==> src/hdl/lcdns_pkg.sv <==
// ----------------------------------------------------------------------------
// LCD nibble sequencer package
// Shared word types, request kind codes, timing constants and the
// power-up initialization table for the 4-bit character LCD sequencer.
// ----------------------------------------------------------------------------
`timescale 1ns / 1ps
`default_nettype none

package lcdns_pkg;

   // Field widths.
   localparam int unsigned KIND_W   = 3;
   localparam int unsigned BYTE_W   = 8;
   localparam int unsigned LINE_W   = 2;
   localparam int unsigned COL_W    = 4;
   localparam int unsigned NIB_W    = 4;
   localparam int unsigned BEFORE_W = 14;
   localparam int unsigned AFTER_W  = 11;
   localparam int unsigned STEP_W   = 4;

   // Request kind codes.
   localparam logic [KIND_W-1:0] KIND_CHAR  = 3'd0;
   localparam logic [KIND_W-1:0] KIND_CMD   = 3'd1;
   localparam logic [KIND_W-1:0] KIND_CLEAR = 3'd2;
   localparam logic [KIND_W-1:0] KIND_POS   = 3'd3;
   localparam logic [KIND_W-1:0] KIND_INIT  = 3'd4;

   // Display command bytes.
   localparam logic [BYTE_W-1:0] CMD_CLEAR     = 8'h01;
   localparam logic [BYTE_W-1:0] CMD_FUNC_SET  = 8'h28;
   localparam logic [BYTE_W-1:0] CMD_DISP_ON   = 8'h0E;
   localparam logic [BYTE_W-1:0] CMD_ENTRY     = 8'h06;

   // Waits in microseconds.
   localparam logic [BEFORE_W-1:0] BYTE_LEAD_US = 14'd40;
   localparam logic [AFTER_W-1:0]  CLEAR_TAIL_US = 11'd2000;
   localparam logic [BEFORE_W-1:0] PWR_WAIT0_US = 14'd15000;
   localparam logic [BEFORE_W-1:0] PWR_WAIT1_US = 14'd5000;
   localparam logic [BEFORE_W-1:0] PWR_WAIT2_US = 14'd200;

   // Strobe indexes within an item.
   localparam logic [STEP_W-1:0] STEP_BYTE_LAST  = 4'd1;
   localparam logic [STEP_W-1:0] STEP_INIT_LAST  = 4'd11;
   localparam logic [STEP_W-1:0] STEP_INIT_BYTES = 4'd4;
   localparam logic [STEP_W-1:0] STEP_INIT_CLEAR = 4'd9;

   // Input word.
   typedef struct packed {
      logic [KIND_W-1:0] kind;
      logic [BYTE_W-1:0] data_byte;
      logic [LINE_W-1:0] line;
      logic [COL_W-1:0]  column;
   } req_word_type;

   // Result word, one per enable strobe.
   typedef struct packed {
      logic                reg_select;
      logic [NIB_W-1:0]    nibble;
      logic [BEFORE_W-1:0] wait_before_us;
      logic [AFTER_W-1:0]  wait_after_us;
      logic                last;
   } rsp_word_type;

   // Commands from the controller to the datapath.
   typedef struct packed {
      logic              load;
      logic              emit;
      logic [STEP_W-1:0] step;
      logic              last;
   } dp_cmd_type;

   // Status from the datapath to the controller.
   typedef struct packed {
      logic out_free;
      logic is_byte;
      logic is_init;
   } dp_status_type;

   // Set-DDRAM-address base of each display line.
   function automatic logic [BYTE_W-1:0] line_base(input logic [LINE_W-1:0] line);
      logic [BYTE_W-1:0] base;
      unique case (line)
         2'd0: base = 8'h80;
         2'd1: base = 8'hC0;
         2'd2: base = 8'h90;
         2'd3: base = 8'hD0;
         default: base = 8'h80;
      endcase
      return base;
   endfunction

   // Command byte sent during the byte-wide part of initialization.
   function automatic logic [BYTE_W-1:0] init_byte(input logic [1:0] idx);
      logic [BYTE_W-1:0] b;
      unique case (idx)
         2'd0: b = CMD_FUNC_SET;
         2'd1: b = CMD_DISP_ON;
         2'd2: b = CMD_CLEAR;
         2'd3: b = CMD_ENTRY;
         default: b = CMD_ENTRY;
      endcase
      return b;
   endfunction

endpackage

`default_nettype wire

==> src/hdl/lcdns_ctrl.sv <==
// ----------------------------------------------------------------------------
// LCD nibble sequencer controller
// Takes one request at a time and steps the datapath through its strobes,
// one strobe per cycle whenever the output register can take a word.
// ----------------------------------------------------------------------------
`timescale 1ns / 1ps
`default_nettype none

module lcdns_ctrl (
   input  wire logic                   clock,
   input  wire logic                   reset,
   input  wire logic                   req_valid,
   output logic                        req_stall,
   input  wire lcdns_pkg::dp_status_type status,
   output lcdns_pkg::dp_cmd_type       cmd
);
   import lcdns_pkg::*;

   typedef enum logic {
      ST_IDLE,
      ST_EMIT
   } state_type;

   state_type         state_ff, state_in;
   logic [STEP_W-1:0] step_ff, step_in;
   logic [STEP_W-1:0] final_step;
   logic              at_last;

   // The final strobe index depends on the request kind held in the datapath.
   assign final_step = status.is_init ? STEP_INIT_LAST : STEP_BYTE_LAST;
   assign at_last    = (step_ff == final_step);

   // Command outputs.
   always_comb begin
      cmd.load = (state_ff == ST_IDLE) && req_valid;
      cmd.emit = (state_ff == ST_EMIT) && (status.is_byte || status.is_init)
                 && status.out_free;
      cmd.step = step_ff;
      cmd.last = at_last;
   end

   assign req_stall = (state_ff != ST_IDLE);

   // Next state and step counter.
   always_comb begin
      state_in = state_ff;
      step_in  = step_ff;
      unique case (state_ff)
         ST_IDLE: begin
            step_in = '0;
            if (req_valid) begin
               state_in = ST_EMIT;
            end
         end
         ST_EMIT: begin
            // Unknown kinds produce no strobes.
            if (!(status.is_byte || status.is_init)) begin
               state_in = ST_IDLE;
            end else if (status.out_free) begin
               if (at_last) begin
                  state_in = ST_IDLE;
               end else begin
                  step_in = step_ff + 1'b1;
               end
            end
         end
         default: state_in = ST_IDLE;
      endcase
   end

   always_ff @(posedge clock) begin
      if (reset) begin
         state_ff <= ST_IDLE;
         step_ff  <= '0;
      end else begin
         state_ff <= state_in;
         step_ff  <= step_in;
      end
   end

endmodule

`default_nettype wire

==> src/hdl/lcdns_dp.sv <==
// ----------------------------------------------------------------------------
// LCD nibble sequencer datapath
// Holds the mode register, the current request and the output register, and
// forms each strobe word from the request and the step index.
// ----------------------------------------------------------------------------
`timescale 1ns / 1ps
`default_nettype none

module lcdns_dp (
   input  wire logic                    clock,
   input  wire logic                    reset,
   input  wire lcdns_pkg::req_word_type req_data,
   input  wire logic                    csr_write,
   input  wire logic                    csr_data,
   input  wire lcdns_pkg::dp_cmd_type   cmd,
   output lcdns_pkg::dp_status_type     status,
   output logic                         rsp_valid,
   input  wire logic                    rsp_stall,
   output lcdns_pkg::rsp_word_type      rsp_data
);
   import lcdns_pkg::*;

   logic          four_line_ff;
   req_word_type  req_ff;
   logic          rsp_valid_ff, rsp_valid_in;
   rsp_word_type  rsp_ff, rsp_in;

   logic [LINE_W-1:0] eff_line;
   logic [BYTE_W-1:0] cur_byte;
   logic [1:0]        init_sel;
   logic              low_half;
   logic              clear_tail;
   logic              is_init;

   // Mode register.
   always_ff @(posedge clock) begin
      if (reset) begin
         four_line_ff <= 1'b0;
      end else if (csr_write) begin
         four_line_ff <= csr_data;
      end
   end

   // Request register.
   always_ff @(posedge clock) begin
      if (cmd.load) begin
         req_ff <= req_data;
      end
   end

   assign is_init = (req_ff.kind == KIND_INIT);

   always_comb begin
      status.out_free = !rsp_valid_ff || !rsp_stall;
      status.is_init  = is_init;
      status.is_byte  = (req_ff.kind == KIND_CHAR) || (req_ff.kind == KIND_CMD)
                        || (req_ff.kind == KIND_CLEAR) || (req_ff.kind == KIND_POS);
   end

   // Two-line mode folds lines 2 and 3 onto 0 and 1.
   assign eff_line = four_line_ff ? req_ff.line : {1'b0, req_ff.line[0]};

   // Index of the byte within the byte-wide part of initialization.
   assign init_sel = 2'((cmd.step - STEP_INIT_BYTES) >> 1);

   // Byte being sent at this step.
   always_comb begin
      cur_byte = req_ff.data_byte;
      if (is_init) begin
         cur_byte = init_byte(init_sel);
      end else if (req_ff.kind == KIND_CLEAR) begin
         cur_byte = CMD_CLEAR;
      end else if (req_ff.kind == KIND_POS) begin
         cur_byte = line_base(eff_line) + BYTE_W'(req_ff.column);
      end
   end

   // The low nibble of a byte goes out on odd steps in every kind.
   assign low_half   = cmd.step[0];
   assign clear_tail = (req_ff.kind == KIND_CLEAR) ||
                       (is_init && (cmd.step == STEP_INIT_CLEAR));

   // Strobe word for this step.
   always_comb begin
      rsp_in.reg_select     = (req_ff.kind == KIND_CHAR);
      rsp_in.last           = cmd.last;
      rsp_in.nibble         = low_half ? cur_byte[3:0] : cur_byte[7:4];
      rsp_in.wait_before_us = low_half ? '0 : BYTE_LEAD_US;
      rsp_in.wait_after_us  = (low_half && clear_tail) ? CLEAR_TAIL_US : '0;
      if (is_init && (cmd.step < STEP_INIT_BYTES)) begin
         // Power-up nibbles 3, 3, 3, 2 with their long waits.
         rsp_in.wait_after_us = '0;
         unique case (cmd.step[1:0])
            2'd0: begin
               rsp_in.nibble         = 4'h3;
               rsp_in.wait_before_us = PWR_WAIT0_US;
            end
            2'd1: begin
               rsp_in.nibble         = 4'h3;
               rsp_in.wait_before_us = PWR_WAIT1_US;
            end
            2'd2: begin
               rsp_in.nibble         = 4'h3;
               rsp_in.wait_before_us = PWR_WAIT2_US;
            end
            2'd3: begin
               rsp_in.nibble         = 4'h2;
               rsp_in.wait_before_us = PWR_WAIT2_US;
            end
            default: begin
               rsp_in.nibble         = 4'h2;
               rsp_in.wait_before_us = PWR_WAIT2_US;
            end
         endcase
      end
   end

   // Output register valid flag.
   always_comb begin
      rsp_valid_in = rsp_valid_ff;
      if (cmd.emit) begin
         rsp_valid_in = 1'b1;
      end else if (!rsp_stall) begin
         rsp_valid_in = 1'b0;
      end
   end

   always_ff @(posedge clock) begin
      if (reset) begin
         rsp_valid_ff <= 1'b0;
      end else begin
         rsp_valid_ff <= rsp_valid_in;
      end
   end

   // Output register payload.
   always_ff @(posedge clock) begin
      if (cmd.emit) begin
         rsp_ff <= rsp_in;
      end
   end

   assign rsp_valid = rsp_valid_ff;
   assign rsp_data  = rsp_ff;

endmodule

`default_nettype wire

==> src/hdl/char_lcd_nibble_sequencer.sv <==
// ----------------------------------------------------------------------------
// Character LCD nibble sequencer
// Turns character, command, clear, cursor and power-up requests into the
// enable strobes of a 4-bit character LCD interface.
// ----------------------------------------------------------------------------
// One request word is taken at a time, in a cycle in which the block is idle.
// From the next cycle on it puts one strobe word per cycle into the output
// register while the result side does not stall: two strobes for a character,
// command, clear or cursor request and twelve for initialization, and none
// for an unknown kind. The strobe counter in the controller sets the number
// of strobes. Each strobe word carries RS, the nibble and the waits in
// microseconds that the pin driver must honor; the last strobe of a request
// is flagged. The mode register selects 16x2 or 16x4 line addressing; write
// it only while the block is idle.
`timescale 1ns / 1ps
`default_nettype none

module char_lcd_nibble_sequencer (
   input  wire logic                    clock,
   input  wire logic                    reset,
   input  wire logic                    req_valid,
   output logic                         req_stall,
   input  wire lcdns_pkg::req_word_type req_data,
   output logic                         rsp_valid,
   input  wire logic                    rsp_stall,
   output lcdns_pkg::rsp_word_type      rsp_data,
   input  wire logic                    csr_valid,
   output logic                         csr_ready,
   input  wire logic                    csr_data
);
   import lcdns_pkg::*;

   dp_cmd_type    cmd;
   dp_status_type status;

   // The mode register is always ready to take a write.
   assign csr_ready = 1'b1;

   lcdns_ctrl u_ctrl (
      .clock     (clock),
      .reset     (reset),
      .req_valid (req_valid),
      .req_stall (req_stall),
      .status    (status),
      .cmd       (cmd)
   );

   lcdns_dp u_dp (
      .clock     (clock),
      .reset     (reset),
      .req_data  (req_data),
      .csr_write (csr_valid && csr_ready),
      .csr_data  (csr_data),
      .cmd       (cmd),
      .status    (status),
      .rsp_valid (rsp_valid),
      .rsp_stall (rsp_stall),
      .rsp_data  (rsp_data)
   );

endmodule

`default_nettype wire

==> config.mk <==
export PLATFORM = sky130hd
export DESIGN_NAME = char_lcd_nibble_sequencer
export DESIGN_NICKNAME = d
export VERILOG_FILES = /design/src/hdl/lcdns_pkg.sv /design/src/hdl/lcdns_ctrl.sv /design/src/hdl/lcdns_dp.sv /design/src/hdl/char_lcd_nibble_sequencer.sv
export SDC_FILE = /design/constraint.sdc
export NUM_CORES = 1
export LEC_CHECK = 0
export BUFFER_PORTS_ARGS = -buffer_cell sky130_fd_sc_hd__buf_2
export CORE_MARGIN = 2
export CORE_UTILIZATION = 40
export DETAILED_ROUTE_END_ITERATION = 8
export GPL_TIMING_DRIVEN = 0
export HOLD_SLACK_MARGIN = 0.08
export PLACE_DENSITY = 0.72
export SYNTH_ARGS = -nofsm -noshare
export SYNTH_HDL_FRONTEND = slang
export SYNTH_SLANG_ARGS = --single-unit
==> constraint.sdc <==
create_clock -name clock -period 2.6 [get_ports clock]
set_input_delay 0.26 -clock clock [delete_from_list [all_inputs] [get_ports clock]]
set_output_delay 0.26 -clock clock [all_outputs]
set_load 0.02 [all_outputs]
==> summary.md <==
| Metric | Value |
|---|---|
| Post-DP Area | 2233 um^2 |
| Fin cells | 274 |
| Hold Crit Class | in2reg |
| N_diodes | 0 |
| # setup viols final | 0 |
| Mapped Area | 1906 um^2 |
| Max_cap viols | 0 |
| DRT antenna net count | 0 |
| RSZ-0062 raised after global routing | false |
| Setup crit end kind | flip-flop |
| Slew HR | 26.30% |
| Sequential cell area fraction in the yosys report | 56.20% |
| Worst IR Drop VDD | 317.7 uV |
| P&R area growth vs syn | 21.47% |
| Ports | 57 |
| Syn_area_per_cell | 12.06 um^2 |
| CTS tree | built |
| Final core occ | 49.66% |
| Hold Buf Count CTS | 0 |
| DRC violations left | 0 |
| Highest Clock Rate | 436.7 MHz |
| Most frequent cells in the layout | 54 x buf_2, 31 x edfxtp_1, 18 x buf_4 |
| Initial DRC count | 30 |
| CP required | 2.51 ns |
| Max clock buf depth | 2 |
| Total CTS buffers | 5 |
| Clock Sinks | 38 |
| Overflow after GRT | 0 |
| Footprint of the multi-input gates | 674.4 um^2 |
| FF+latch count, synth | 38 |
| Crit path DAT | 2.20 ns |
| Crit path time final | 2.290 ns |
| Setup TNS | 0 ns |
| Post-Synthesis Cells | 158 |
| Gr usage total | 12.76% |
| Startpoint types | flip-flop |
| Initial antenna violation count | 0 |
| Worst-path maximum fanout | 14 |
| DR WL/cell | 11.45 um |
| Status | finished, final reports clean |
| Final hold viol count | 0 |
| CORE AREA | 4661 um^2 |
| Crit path from | u_dp.req_ff[15] |
| Die width | 73.02 um |
| First-pass DRT Iterations | 4 |
| Global-route wire length before repair | 5.106 mm |
| Vias per cell | 4.712 |
| Count of cell types in the netlist | 42 |
| Setup WS pre-CTS | 0.2798 ns |
| Via Count | 1291 |
| Fin area | 2315 um^2 |
| Final wirelength | 3.136 mm |
| Min-delay src | req_data[5] |
| Final Max Slew Viols | 0 |
| Vias in the first global route | 1100 |
| Pwr Density | 546.3 nW/um^2 |
| Clock transition at path regs | 0.07 ns |
| Root buffer cell | clkbuf_8 |
| Final #Nets | 248 |
| Crit share post-route | 88.07% |
| Reg area | 1071 um^2 |
| Setup Skew | 0.003897 ns |
| Setup Fix Bufs, Post-CTS | 0 |
| Filler cells | 447 |
| Port Buf Inserts | 46 |
| Largest net degree at the start of global routing | 18 |
| Pleak | 0.9706 nW |
| Post-Place Cells | 266 |
| Worst-margin pin slew | 1.101 ns |
| Synth warn | 0 |
| Resized Gates After CTS | 0 |
| Commonest non-fill, non-tap cell in the layout | buf_2 |
| H-tree depth | 2 |
| RePlAce Congestion | 0.8727 |
| Crit path kind | reg2reg |
| Clock latency on the worst-skew pair | 0.28 ns |
| Die Ht | 73.02 um |
| Row count | 25 |
| Die Area | 5332 um^2 |
| Initial Util | 40.89% |
| R2R Path Start | u_dp.req_ff[15] |
| HPWL after detailed placement | 2.383 mm |
| Fin worst setup slack | 0.3101 ns |
| Share of cells above drive strength 1 | 38.18% |
-- area by class of cell --
class | count | share of cell area [%]
multi-input combinational | 98 | 29.14
sequential | 38 | 46.27
buffer | 26 | 7.568
tap | 54 | 2.919
timing repair buffer | 46 | 9.946
clock buffer | 6 | 3.135
clock inverter | 2 | 0.3784
inverter | 4 | 0.6486
-- where the power goes --
part	internal (W)	leakage [nW]	switching, W
Combinational	0.0000745	0.577	0.000107
Sequential	0.000697	0.351	0.0000155
Clock	0.000184	0.0426	0.000186
Total	0.000955	0.971	0.000309
-- kinds of logic after synthesis --
family                   Yosys count  synth area share (%)
AND/OR/NAND/NOR                   47                 15.37
flip-flops                        38                 56.20
buffers and inverters             30                 9.980
AO/OA/AOI/OAI                     28                 10.57
adder cells (fa/ha/maj)            6                 3.939
multiplexers                       5                 2.627
other                              2                0.3941
XOR/XNOR                           2                0.9194
-- worst paths after layout --
kind / to / slack [ns] / depth (start not counted)
worst max-delay path: u_dp.rsp_data[27] / 0.31 / 5
worst min-delay path: u_dp.req_ff[5] / 0.15 / 1
worst max register to register: u_dp.rsp_data[27] / 0.31 / 5
worst min register to register: u_dp.four_line_ff / 0.54 / 2
-- metal layers --
| metal | GRT usage (%) | routed length, um |
|---|---|---|
| met5 | 0 | 0 |
| met3 | 5.110 | 229 |
| met1 | 17.28 | 1438 |
| met2 | 18.72 | 1449 |
| met4 | 4.115 | 19 |
-- sequential cells by signal (all words and copies together), names as in the netlist --
name,count
u_dp.req_ff,17
u_dp.rsp_data,14
u_ctrl.step_ff,4
u_ctrl.req_stall,1
u_dp.four_line_ff,1
u_dp.rsp_valid,1
-- synth_stat cells --
cell type | count | share of area, %
edfxtp_1 | 31 | 49
buf_4 | 18 | 7.1
nor2_1 | 9 | 1.8
buf_2 | 8 | 2.1
dfxtp_1 | 7 | 7.4
nand2_1 | 7 | 1.4
a21oi_1 | 6 | 1.6
ha_1 | 6 | 3.9
mux2i_1 | 5 | 2.6
nand2b_1 | 5 | 1.6
nor2b_1 | 5 | 1.6
inv_1 | 4 | 0.79
nor3_1 | 4 | 1.1
and2_1 | 3 | 0.99
o21bai_1 | 3 | 1.2
a211o_1 | 2 | 0.92
a211oi_1 | 2 | 0.79
a311oi_1 | 2 | 0.92
a32oi_1 | 2 | 0.92
conb_1 | 2 | 0.39
nand3_1 | 2 | 0.53
nor3b_2 | 2 | 1.3
o21a_1 | 2 | 0.79
o21ai_0 | 2 | 0.53
xnor2_1 | 2 | 0.92
a21o_1 | 1 | 0.39
a221o_1 | 1 | 0.53
a31oi_1 | 1 | 0.33
a32o_1 | 1 | 0.53
a41oi_1 | 1 | 0.46
and4b_1 | 1 | 0.53
nand4_1 | 1 | 0.33
nand4b_1 | 1 | 0.46
nor2_2 | 1 | 0.33
nor2b_2 | 1 | 0.46
nor3_4 | 1 | 0.85
nor4b_1 | 1 | 0.46
nor4b_2 | 1 | 0.79
nor4bb_1 | 1 | 0.53
o211ai_1 | 1 | 0.39
o22ai_1 | 1 | 0.33
or2_1 | 1 | 0.33
-- critical path: stages (launching register included) --
cell and delay, ns:
edfxtp_1 0.45, or2_1 0.24, buf_2 0.18, nand2_1 0.14
nand2_1 0.07, nor2_1 0.83
-- stage by stage --
step | power [W] | hold slack, ns
global placement | 0.0009051 | 0.4370
CTS | 0.001278 | 0.1351
floorplan | 0.0008537 | 0.3291
finish | 0.001264 | 0.1475
global route | 0.001329 | 0.1267
detailed placement | 0.0009083 | 0.4381
Power figures use the tool's default switching activity.
